**src/hdl/scpu_pkg.sv**
```systemverilog
// Shared types and constants of the 16-bit execute step.
`timescale 1ns / 1ps

package scpu_pkg;

  localparam int unsigned DataW    = 16;
  localparam int unsigned RegIdxW  = 3;
  localparam int unsigned NumRegs  = 8;
  localparam int unsigned ImmW     = 6;
  localparam int unsigned OutAddrW = 9;

  localparam logic [RegIdxW-1:0] ImmSelReg = 3'd7;

  typedef enum logic [3:0] {
    OP_NOP  = 4'd0,
    OP_MOV  = 4'd1,
    OP_ADD  = 4'd2,
    OP_SUB  = 4'd3,
    OP_JMP  = 4'd8,
    OP_JZ   = 4'd9,
    OP_HALT = 4'd12
  } opcode_e;

  typedef struct packed {
    opcode_e              op;
    logic [RegIdxW-1:0]   r1;
    logic [RegIdxW-1:0]   r2;
    logic [ImmW-1:0]      imm;
  } instr_t;

  typedef struct packed {
    logic carry;
    logic negative;
    logic zero;
  } flags_t;

  typedef struct packed {
    logic [OutAddrW-1:0] next_address;
    logic                write_enable;
    logic [RegIdxW-1:0]  write_index;
    logic [DataW-1:0]    write_value;
    flags_t              flags;
    logic                halted;
  } result_t;

endpackage

```
**src/hdl/scpu_in_if.sv**
```systemverilog
// Instruction channel of the execute step.
`timescale 1ns / 1ps

interface scpu_in_if import scpu_pkg::*; ();
  logic             valid;
  logic             ready;
  logic [DataW-1:0] instruction;

  modport source (output valid, output instruction, input ready);
  modport sink (input valid, input instruction, output ready);
endinterface

```
**src/hdl/scpu_out_if.sv**
```systemverilog
// Result channel of the execute step.
`timescale 1ns / 1ps

interface scpu_out_if import scpu_pkg::*; ();
  logic                valid;
  logic                ready;
  logic [OutAddrW-1:0] next_address;
  logic                write_enable;
  logic [RegIdxW-1:0]  write_index;
  logic [DataW-1:0]    write_value;
  logic                zero_flag;
  logic                negative_flag;
  logic                carry_flag;
  logic                halted;

  modport source (
    output valid, output next_address, output write_enable, output write_index,
    output write_value, output zero_flag, output negative_flag, output carry_flag,
    output halted, input ready
  );
  modport sink (
    input valid, input next_address, input write_enable, input write_index,
    input write_value, input zero_flag, input negative_flag, input carry_flag,
    input halted, output ready
  );
endinterface

```
**src/hdl/scpu_ram.sv**
```systemverilog
// Generic single-write, single-read RAM with registered read data.
`timescale 1ns / 1ps

module scpu_ram #(
  parameter int unsigned WIDTH = 16,
  parameter int unsigned DEPTH = 8
) (
  input  logic                     clk_i,
  input  logic                     we_i,
  input  logic [$clog2(DEPTH)-1:0] waddr_i,
  input  logic [WIDTH-1:0]         wdata_i,
  input  logic                     re_i,
  input  logic [$clog2(DEPTH)-1:0] raddr_i,
  output logic [WIDTH-1:0]         rdata_o
);

  logic [WIDTH-1:0] mem_q [DEPTH];
  logic [WIDTH-1:0] rdata_q;

  always_ff @(posedge clk_i) begin
    if (we_i) begin
      mem_q[waddr_i] <= wdata_i;
    end
    if (re_i) begin
      rdata_q <= mem_q[raddr_i];
    end
  end

  assign rdata_o = rdata_q;

endmodule

```
**src/hdl/scpu_exec.sv**
```systemverilog
// Instruction decode, ALU and next-state logic of the execute step.
`timescale 1ns / 1ps

module scpu_exec import scpu_pkg::*; #(
  parameter int unsigned ADDRESS_WIDTH = 9
) (
  input  logic [DataW-1:0]         instruction_i,
  input  logic [DataW-1:0]         op_x_i,
  input  logic [DataW-1:0]         op_y_i,
  input  logic [ADDRESS_WIDTH-1:0] addr_i,
  input  flags_t                   flags_i,
  input  logic                     stopped_i,
  output logic [ADDRESS_WIDTH-1:0] addr_o,
  output flags_t                   flags_o,
  output logic                     stopped_o,
  output result_t                  result_o
);

  instr_t             ins;
  logic [DataW-1:0]   alu_a;
  logic [DataW-1:0]   alu_b;
  logic [DataW:0]     sum;
  logic [DataW-1:0]   alu_r;
  flags_t             alu_flags;
  logic               we;
  logic [DataW-1:0]   wval;

  assign ins = instr_t'(instruction_i);

  always_comb begin
    alu_a = (ins.op == OP_SUB) ? ~op_x_i : op_x_i;
    alu_b = (ins.op == OP_ADD && ins.r2 == ImmSelReg) ? DataW'(ins.imm) : op_y_i;
    sum = {1'b0, alu_a} + {1'b0, alu_b};
    alu_r = (ins.op == OP_SUB) ? ~sum[DataW-1:0] : sum[DataW-1:0];
    alu_flags.zero = (alu_r == '0);
    alu_flags.negative = alu_r[DataW-1];
    alu_flags.carry = sum[DataW];
  end

  always_comb begin
    addr_o = addr_i + ADDRESS_WIDTH'(1);
    flags_o = flags_i;
    stopped_o = stopped_i;
    we = 1'b0;
    wval = '0;
    case (ins.op)
      OP_MOV: begin
        we = 1'b1;
        wval = DataW'(ins.imm);
      end
      OP_ADD, OP_SUB: begin
        we = 1'b1;
        wval = alu_r;
        flags_o = alu_flags;
      end
      OP_JMP: begin
        addr_o = ADDRESS_WIDTH'(ins.imm);
      end
      OP_JZ: begin
        if (flags_i.zero) begin
          addr_o = ADDRESS_WIDTH'(ins.imm);
        end
      end
      OP_HALT: begin
        stopped_o = 1'b1;
      end
      default: begin
      end
    endcase
    if (stopped_i) begin
      addr_o = addr_i;
      flags_o = flags_i;
      stopped_o = 1'b1;
      we = 1'b0;
      wval = '0;
    end
  end

  always_comb begin
    result_o.next_address = OutAddrW'(addr_o);
    result_o.write_enable = we;
    result_o.write_index = we ? ins.r1 : '0;
    result_o.write_value = wval;
    result_o.flags = flags_o;
    result_o.halted = stopped_o;
  end

endmodule

```
**src/hdl/sixteen_bit_cpu_execute_step.sv**
```systemverilog
// Top level of the 16-bit execute step: pipeline, register file and state.
//
// The block takes one instruction word per transaction on in_i and returns one
// result per transaction on out_o, in order: the next fetch address, the
// register write it made, the stored ALU flags and the halt mark.
// The instruction is captured in an input register while both register-file
// operands are read from two copies of an 8 x 16 RAM; once the result register
// is free, the block decodes, runs the adder and loads the result register and
// the machine state. A new instruction is accepted every cycle while the
// receiver keeps ready high. A write made in the cycle an operand is read is
// bypassed from the last-write register.
// Reset clears the instruction address, the flags, the halt mark and the
// register-file valid bits, so every register reads as zero until written.
// When the receiver holds ready low, the result register holds its
// transaction, the input register fills, and in_i.ready then goes low.
// After HALT every further instruction leaves the state untouched.
`timescale 1ns / 1ps

module sixteen_bit_cpu_execute_step import scpu_pkg::*; #(
  parameter int unsigned ADDRESS_WIDTH = 9
) (
  input  logic          clk_i,
  input  logic          rst_ni,
  scpu_in_if.sink       in_i,
  scpu_out_if.source    out_o
);

  logic                     s1_valid_q;
  logic [DataW-1:0]         instr_q;
  logic                     out_valid_q;
  result_t                  res_q;
  logic [ADDRESS_WIDTH-1:0] addr_q;
  flags_t                   flags_q;
  logic                     stopped_q;
  logic [NumRegs-1:0]       rf_valid_q;
  logic                     lw_valid_q;
  logic [RegIdxW-1:0]       lw_idx_q;
  logic [DataW-1:0]         lw_val_q;

  logic [ADDRESS_WIDTH-1:0] addr_d;
  flags_t                   flags_d;
  logic                     stopped_d;
  result_t                  res_d;

  logic                     out_free;
  logic                     exec_go;
  logic                     in_acc;
  logic                     rf_we;
  instr_t                   in_ins;
  instr_t                   s1_ins;
  logic [DataW-1:0]         ram_x;
  logic [DataW-1:0]         ram_y;
  logic [DataW-1:0]         op_x;
  logic [DataW-1:0]         op_y;

  assign out_free = !out_valid_q || out_o.ready;
  assign exec_go = s1_valid_q && out_free;
  assign in_i.ready = !s1_valid_q || out_free;
  assign in_acc = in_i.valid && in_i.ready;
  assign rf_we = exec_go && res_d.write_enable;

  assign in_ins = instr_t'(in_i.instruction);
  assign s1_ins = instr_t'(instr_q);

  scpu_ram #(
    .WIDTH(DataW),
    .DEPTH(NumRegs)
  ) u_rf_x (
    .clk_i  (clk_i),
    .we_i   (rf_we),
    .waddr_i(res_d.write_index),
    .wdata_i(res_d.write_value),
    .re_i   (in_acc),
    .raddr_i(in_ins.r1),
    .rdata_o(ram_x)
  );

  scpu_ram #(
    .WIDTH(DataW),
    .DEPTH(NumRegs)
  ) u_rf_y (
    .clk_i  (clk_i),
    .we_i   (rf_we),
    .waddr_i(res_d.write_index),
    .wdata_i(res_d.write_value),
    .re_i   (in_acc),
    .raddr_i(in_ins.r2),
    .rdata_o(ram_y)
  );

  always_comb begin
    if (lw_valid_q && lw_idx_q == s1_ins.r1) begin
      op_x = lw_val_q;
    end else begin
      op_x = rf_valid_q[s1_ins.r1] ? ram_x : '0;
    end
    if (lw_valid_q && lw_idx_q == s1_ins.r2) begin
      op_y = lw_val_q;
    end else begin
      op_y = rf_valid_q[s1_ins.r2] ? ram_y : '0;
    end
  end

  scpu_exec #(
    .ADDRESS_WIDTH(ADDRESS_WIDTH)
  ) u_exec (
    .instruction_i(instr_q),
    .op_x_i       (op_x),
    .op_y_i       (op_y),
    .addr_i       (addr_q),
    .flags_i      (flags_q),
    .stopped_i    (stopped_q),
    .addr_o       (addr_d),
    .flags_o      (flags_d),
    .stopped_o    (stopped_d),
    .result_o     (res_d)
  );

  always_ff @(posedge clk_i or negedge rst_ni) begin
    if (!rst_ni) begin
      s1_valid_q <= 1'b0;
      out_valid_q <= 1'b0;
      addr_q <= '0;
      flags_q <= '0;
      stopped_q <= 1'b0;
      rf_valid_q <= '0;
      lw_valid_q <= 1'b0;
      lw_idx_q <= '0;
    end else begin
      if (in_acc) begin
        s1_valid_q <= 1'b1;
      end else if (exec_go) begin
        s1_valid_q <= 1'b0;
      end
      if (exec_go) begin
        out_valid_q <= 1'b1;
        addr_q <= addr_d;
        flags_q <= flags_d;
        stopped_q <= stopped_d;
      end else if (out_o.ready) begin
        out_valid_q <= 1'b0;
      end
      if (rf_we) begin
        rf_valid_q[res_d.write_index] <= 1'b1;
        lw_valid_q <= 1'b1;
        lw_idx_q <= res_d.write_index;
      end
    end
  end

  always_ff @(posedge clk_i) begin
    if (in_acc) begin
      instr_q <= in_i.instruction;
    end
    if (exec_go) begin
      res_q <= res_d;
    end
    if (rf_we) begin
      lw_val_q <= res_d.write_value;
    end
  end

  assign out_o.valid = out_valid_q;
  assign out_o.next_address = res_q.next_address;
  assign out_o.write_enable = res_q.write_enable;
  assign out_o.write_index = res_q.write_index;
  assign out_o.write_value = res_q.write_value;
  assign out_o.zero_flag = res_q.flags.zero;
  assign out_o.negative_flag = res_q.flags.negative;
  assign out_o.carry_flag = res_q.flags.carry;
  assign out_o.halted = res_q.halted;

endmodule

```
**src/flat_wrapper.sv**
```systemverilog
// flat-port wrapper written by rule: the top's interface ports become plain ports
module sixteen_bit_cpu_execute_step_flat import scpu_pkg::*;
#(
  parameter int unsigned ADDRESS_WIDTH = 9
)
  (clk_i, rst_ni, in_i_valid, in_i_instruction, in_i_ready, out_o_valid, out_o_next_address, out_o_write_enable, out_o_write_index, out_o_write_value, out_o_zero_flag, out_o_negative_flag, out_o_carry_flag, out_o_halted, out_o_ready);
  scpu_in_if in_i_i ();
  scpu_out_if out_o_i ();
  input  logic clk_i;
  input  logic rst_ni;
  input wire logic [$bits(in_i_i.valid)-1:0] in_i_valid;
  input wire logic [$bits(in_i_i.instruction)-1:0] in_i_instruction;
  output wire logic [$bits(in_i_i.ready)-1:0] in_i_ready;
  output wire logic [$bits(out_o_i.valid)-1:0] out_o_valid;
  output wire logic [$bits(out_o_i.next_address)-1:0] out_o_next_address;
  output wire logic [$bits(out_o_i.write_enable)-1:0] out_o_write_enable;
  output wire logic [$bits(out_o_i.write_index)-1:0] out_o_write_index;
  output wire logic [$bits(out_o_i.write_value)-1:0] out_o_write_value;
  output wire logic [$bits(out_o_i.zero_flag)-1:0] out_o_zero_flag;
  output wire logic [$bits(out_o_i.negative_flag)-1:0] out_o_negative_flag;
  output wire logic [$bits(out_o_i.carry_flag)-1:0] out_o_carry_flag;
  output wire logic [$bits(out_o_i.halted)-1:0] out_o_halted;
  input wire logic [$bits(out_o_i.ready)-1:0] out_o_ready;
  assign in_i_i.valid = in_i_valid;
  assign in_i_i.instruction = in_i_instruction;
  assign in_i_ready = in_i_i.ready;
  assign out_o_valid = out_o_i.valid;
  assign out_o_next_address = out_o_i.next_address;
  assign out_o_write_enable = out_o_i.write_enable;
  assign out_o_write_index = out_o_i.write_index;
  assign out_o_write_value = out_o_i.write_value;
  assign out_o_zero_flag = out_o_i.zero_flag;
  assign out_o_negative_flag = out_o_i.negative_flag;
  assign out_o_carry_flag = out_o_i.carry_flag;
  assign out_o_halted = out_o_i.halted;
  assign out_o_i.ready = out_o_ready;
  sixteen_bit_cpu_execute_step #(.ADDRESS_WIDTH(ADDRESS_WIDTH)) u_core (.clk_i(clk_i), .rst_ni(rst_ni), .in_i(in_i_i), .out_o(out_o_i));
endmodule
```
**config.mk**
```make
export PLATFORM = sky130hd
export DESIGN_NAME = sixteen_bit_cpu_execute_step_flat
export DESIGN_NICKNAME = d
export VERILOG_FILES = /design/src/hdl/scpu_pkg.sv /design/src/hdl/scpu_in_if.sv /design/src/hdl/scpu_out_if.sv /design/src/hdl/scpu_ram.sv /design/src/hdl/scpu_exec.sv /design/src/hdl/sixteen_bit_cpu_execute_step.sv /design/src/flat_wrapper.sv
export SDC_FILE = /design/constraint.sdc
export NUM_CORES = 1
export LEC_CHECK = 0
export CAP_MARGIN = 20
export CELL_PAD_IN_SITES_DETAIL_PLACEMENT = 1
export CELL_PAD_IN_SITES_GLOBAL_PLACEMENT = 1
export CORE_MARGIN = 3
export CORE_UTILIZATION = 50
export DETAILED_ROUTE_END_ITERATION = 7
export DONT_BUFFER_PORTS = 1
export PLACE_DENSITY_LB_ADDON = 0.08
export SLEW_MARGIN = 25
export SYNTH_ARGS = -nofsm -noshare
export SYNTH_HDL_FRONTEND = slang
export SYNTH_SLANG_ARGS = --single-unit
```
**constraint.sdc**
```tcl
create_clock -name clk_i -period 12.82 [get_ports clk_i]
set_clock_uncertainty 0.05 [all_clocks]
set_input_delay 2.564 -clock clk_i [delete_from_list [all_inputs] [get_ports clk_i]]
set_output_delay 2.564 -clock clk_i [all_outputs]
set_load 0.02 [all_outputs]
```
# Yosys cells after proc, flatten, opt, wreduce, memory -nomap -nowiden
# Memory sizes are Yosys's and may differ from the RTL's. A register that Yosys moved wholly into a read port is not among the register bits.
# Index checks and enable logic that the tools add are counted.
# word_totals
register_bits	92
ram_bits	256
in_bits	20
out_inout_bits	35
wordCells	87
n_memories	2
# op_classes
add_sub_neg	2
n_lt_le_gt_ge	4
n_eq_ne	9
n_mux	31
bitwise_logic	3
reduce_logical	16
# mem_list
memory	words	width	rd	rd_clocked_by_memory_dff	wr	line	rtl
u_core.u_rf_x.mem_q	8	16	1	1	1	scpu_ram.sv:17	logic [WIDTH-1:0] mem_q [DEPTH];
u_core.u_rf_y.mem_q	8	16	1	1	1	scpu_ram.sv:17	
# op_table
operator	n
2-to-1 mux 16 bit	8
inverter 16 bit	2
one-hot mux 16 bit (2 select lines)	1
2-to-1 mux 9 bit	2
one-hot mux 9 bit (2 select lines)	1
adder 16 x 16 -> 17 bit	1
zero test 16 bit	1
2-to-1 mux 1 bit	13
equality test 4 bit (second input constant)	3
< comparator 3 x 4 -> 1 bit (second input constant)	3
adder 9 x 1 -> 9 bit (second input constant)	1
2-to-1 mux 3 bit	3
equality test 4 x 2 -> 1 bit (second input constant)	2
OR 8 bit	1
logical AND 1 bit	7
binary-select mux 1 bit (select 3 bit)	2
equality test 3 bit	2
equality test 4 x 1 -> 1 bit (second input constant)	1
nonzero test 2 bit	2
demux 1 bit (select 3 bit)	1
equality test 3 bit (second input constant)	1
greater-or-equal comparator 3 x 1 -> 1 bit (second input constant)	1
OR reduction 3 bit	1
zero test 1 bit	2
other kinds (2)	3

# Longest topological paths before layout
# logic_depth
ltp_word	12
ltp_mapped	18
depth_no_buf	17

# By module
# A second synthesis with hierarchy kept.
# hier_totals
hier_cells	921
hier_area_um2	16667.2
# modules_own_cells
mod	instances	cells_each	area_per_inst_um2	seq_area_each_um2
scpu_ram	2	214	5454.0	4324.1
sixteen_bit_cpu_execute_step	1	232	3888.7	2627.5
scpu_exec	1	261	1870.5	0.0

# Worst setup path before layout
# Ideal clock, no wire load.
# synth_timing
kind	input port to output port
start	input out_o_ready
end	output in_i_ready
arrival_time_ns	2.842
t_required_ns	10.206
setup_slack_ns	7.364
cell_stages	1
cell_sequence	nand3b_1
# synth_between
elab_chain_len	2
# synth_lines
element	line	rtl
from (decl)	flat_wrapper.sv:23	input wire logic [$bits(out_o_i.ready)-1:0] out_o_ready;
logical OR 1 bit	sixteen_bit_cpu_execute_step.sv:56	assign out_free = !out_valid_q || out_o.ready;
logical OR 1 bit	sixteen_bit_cpu_execute_step.sv:58	assign in_i.ready = !s1_valid_q || out_free;
to (decl)	flat_wrapper.sv:13	output wire logic [$bits(in_i_i.ready)-1:0] in_i_ready;
# No other way between the ends.

# Worst setup path in the final report
# Ends and elaborated chain as after synthesis.

==> impl_metrics.toml <==
[place]
io_buffer_count = 0
placed_cell_area_mm2 = 0.0125
place_congestion = 0.826
hpwl_um = 19200

[drt]
dr.pass1.iters = 5
drc = 0
vias_per_cell = 6.28
finalWirelength_um = 31000
vias = 7119
drt.antenna.violating_nets = 0
post_drt_wl_per_cell_um = 27.4
dr.first_iter.drc_count = 667

[critical_path]
cp.depth = 1
reg2reg_to = "u_core.u_rf_y.mem_q[4][13]$_DFFE_PP_"
r2r_start = "u_core.instr_q[9]$_DFFE_PP_"
critPathBufInv = 0
reg2reg_depth = 13
crit_chain = "nand3b_1"
startpoint = "out_o_ready"
cp_top_family = "simple AND/OR/NAND/NOR gates"
slowest_stage = "nand3b_1"
required_ns = 10.21
cpPeakStageDelay_ns = 0.30
critPathMaxFanout = 3
r2r_slack_ns = 7.90
end_kind = "output port"
cp.arrival_ns = 2.87
critPathKind = "input port to output port"
start_kind = "input port"

[floorplan]
dieHeight_um = 161
initial_core_util_pct = 51.1
placementRows = 56
dieArea_mm2 = 0.0260
core_mm2 = 0.0236
pin_count = 55
fp.dieW_um = 161

[timing]
tightestPinTransition_ns = 0.909
tns_ns = 0
maxSlewHeadroom_pct = 39.4
fmax_mhz = 182
rsz0062_at_grt = "false"
min_period_over_period_pct = 42.8
hold_viol_final = 0
post-route-min-period_ns = 5.48
finalSetupViolations = 0
report.final.slew_viol_count = 0

[clock_network]
clock_latency_ns = 0.56
cts_max_level = 1
postCtsHoldBufs = 0
cts_max_path_buffers = 3
cts_tree = "built"
cts_made_buffers = 28
cts.sinks = 252
cts_resized = 0
clk_pin_slew_ns = 0.05
cts-root-buf = "clkbuf_16"
post_cts_buffers = 0

[power]
ir_drop_mv = 0.117
p_switching_mw = 0.603
internal_power_mw = 1.58
netSwitchingFraction_pct = 27.7
power_frac_clock_pct = 35.2
leakagePower_nw = 4.58
comb_power_share_pct = 18.2
seqPwrFrac_pct = 46.6
power_density_mw_per_mm2 = 163

[synthesis]
syn_nets = 828
synth_compound_area_share_pct = 7.37
synthSimpleGateAreaFrac_pct = 7.25
synth_flop_cell = "edfxtp_1"
synth_warnings = 0
synthArstFlopShare_pct = 10.7
synth_edf_count = 225
synth_area_mm2 = 0.0121
synth-seq-cells = 252
synth_area_per_cell_um2 = 15.3
synth_xor_area_share_pct = 3.63
yosysUniqueCellTypes = 65
synth-seq-area-share_pct = 61.6
synth_top_family_by_area = "multiplexers"
synth_mux_area_share_pct = 16.4
synth.top_cells.by_area = "edfxtp_1 56%, mux4_2 13%, dfrtp_1 5.6%"
synth_fa_ha_area_share_pct = 1.93
yosys.area.top_type_share_pct = 56.0
postSynthCellCount = 790
yosys.area.top_type = "edfxtp_1"

[grt]
grt_pass1_vias = 7838
grtUsageTotal_pct = 24.2
antenna_found_initial = 0
grt_max_degree = 49
grt_pass1_wl_um = 47600
grt_overflow = 0

[hold_path]
hold_path_depth = 1
hold_class = "register to register"
hold_end = "u_core.rf_valid_q[6]$_DFFE_PN0P_"
hp-start = "u_core.rf_valid_q[6]$_DFFE_PN0P_"

[cells_and_area]
stdcell_area_mm2 = 0.0134
area_delta_synth_final_pct = 10.7
fin_nets = 831
diodes = 0
drive_gt1_share_pct = 23.3

[flow_run]
maxCapViolations = 0

[status]
status = "finished, final reports clean"
[kinds of logic (layout without fill, tap and decap cells)]
| logic type | count (synthesis) | after routing |
|---|---|---|
| flip-flops | 252 | 252 |
| AND/OR/NAND/NOR | 180 | 180 |
| AO/OA/AOI/OAI | 126 | 126 |
| multiplexers | 108 | 108 |
| buffers and inverters | 56 | 81 |
| XOR/XNOR | 50 | 50 |
| adder cells (fa/ha/maj) | 18 | 18 |
[final cells by class]
| type | count | area [µm²] |
|---|---|---|
| clock buffers | 34 | 733 |
| clock inverters | 18 | 155 |
| fillers | 2198 | 10300 |
| inverters | 13 | 48.8 |
| multi-input cells | 482 | 4470 |
| flip-flops and latches | 252 | 7430 |
| well taps | 319 | 399 |
| repair buffers | 16 | 120 |
[power by group through the flow]
| stage | Clock, mW | Sequential, mW | Combinational, mW |
|---|---|---|---|
| final | 0.767 | 1.02 | 0.398 |
| after floorplan | 0 | 1.02 | 0.312 |
| after global placement | 0 | 1.03 | 0.377 |
| after CTS | 0.783 | 1.02 | 0.396 |
| after detailed placement | 0 | 1.03 | 0.393 |
| after global routing | 0.820 | 1.02 | 0.434 |
[cell usage in the layout, fill, tap and decap left out, drive strengths merged, types with 5 or more instances in the layout]
cell type,netlist,layout
nand2b,8,8
xnor2,43,43
a22oi,31,31
a21oi,19,19
xor2,7,7
clkinv,0,13
nor2,43,43
o21a,5,5
dfrtp,27,27
and3,6,6
mux4,68,68
a31oi,6,6
o21ai,29,29
nand2,63,63
ha,17,17
a21o,5,5
or2,8,8
nor3,11,11
and2,5,5
clkbuf,29,34
nand3,12,12
buf,14,16
mux2,36,36
edfxtp,225,225
inv,13,13
[cell usage after synthesis, drive strengths merged, types with 2 or more instances]
library cell	count
a211oi	3
a21o	5
a21oi	19
a22o	2
a22oi	31
a311oi	2
a31o	2
a31oi	6
and2	5
and3	6
buf	14
clkbuf	29
dfrtp	27
edfxtp	225
ha	17
inv	13
mux2	36
mux2i	4
mux4	68
nand2	63
nand2b	8
nand3	12
nand3b	4
nand4	2
nand4bb	2
nor2	43
nor2b	3
nor3	11
nor3b	2
nor4	4
o211a	2
o211ai	2
o21a	5
o21ai	29
o22a	4
o311a	2
o31ai	3
or2	8
or3	2
xnor2	43
xor2	7
[metal layers]
metal | GRT usage [%] | up-vias | part of all wire [%]
met5 | 0 | - | 0
met1 | 32.7 | 3771 | 43
li1 | - | 3120 | -
met4 | 6.57 | 0 | 3.0
met2 | 41.5 | 183 | 50
met3 | 3.44 | 45 | 4.0
[flip-flops by register name, summed over array words and instances, names as in the netlist]
signal                      count
u_core.out_o.next_address       9
u_core.out_o.write_enable       1
u_core.stopped_q                1
u_core.out_o.halted             1
u_core.lw_valid_q               1
u_core.flags_q                  3
u_core.out_o.write_index        3
u_core.addr_q                   9
u_core.s1_valid_q               1
u_core.rf_valid_q               8
u_core.u_rf_y.rdata_o          16
u_core.out_o.negative_flag      1
u_core.u_rf_x.rdata_o          16
u_core.instr_q                 16
u_core.out_o.valid              1
u_core.lw_val_q                16
u_core.lw_idx_q                 3
u_core.out_o.zero_flag          1
u_core.u_rf_y.mem_q           128
u_core.out_o.write_value       16
u_core.out_o.carry_flag         1
[worst max path at each step]
| stage | to | slack (ns) |
|---|---|---|
| 3_5_place_dp | in_i_ready | 7.34 |
| 2_1_floorplan | in_i_ready | 7.36 |
| 4_1_cts | in_i_ready | 7.34 |
| 5_1_grt | in_i_ready | 7.33 |
| 6_report | in_i_ready | 7.34 |
| 3_3_place_gp | in_i_ready | 7.35 |
[per-stage QoR]
stage / cells / total power, mW / utilization, % / setup WS [ns] / hold slack [ns]
floorplan: 790 / 1.33 / - / 7.36 / 0.402
global placement: 1082 / 1.41 / 52.8 / 7.35 / 0.417
detailed placement: 1082 / 1.42 / 52.8 / 7.34 / 0.429
CTS: 1134 / 2.20 / 56.6 / 7.34 / 0.441
global route: 1134 / 2.28 / 56.6 / 7.33 / 0.470
finish: 1134 / 2.18 / 56.6 / 7.34 / 0.445
Power figures use the tool's default switching activity.
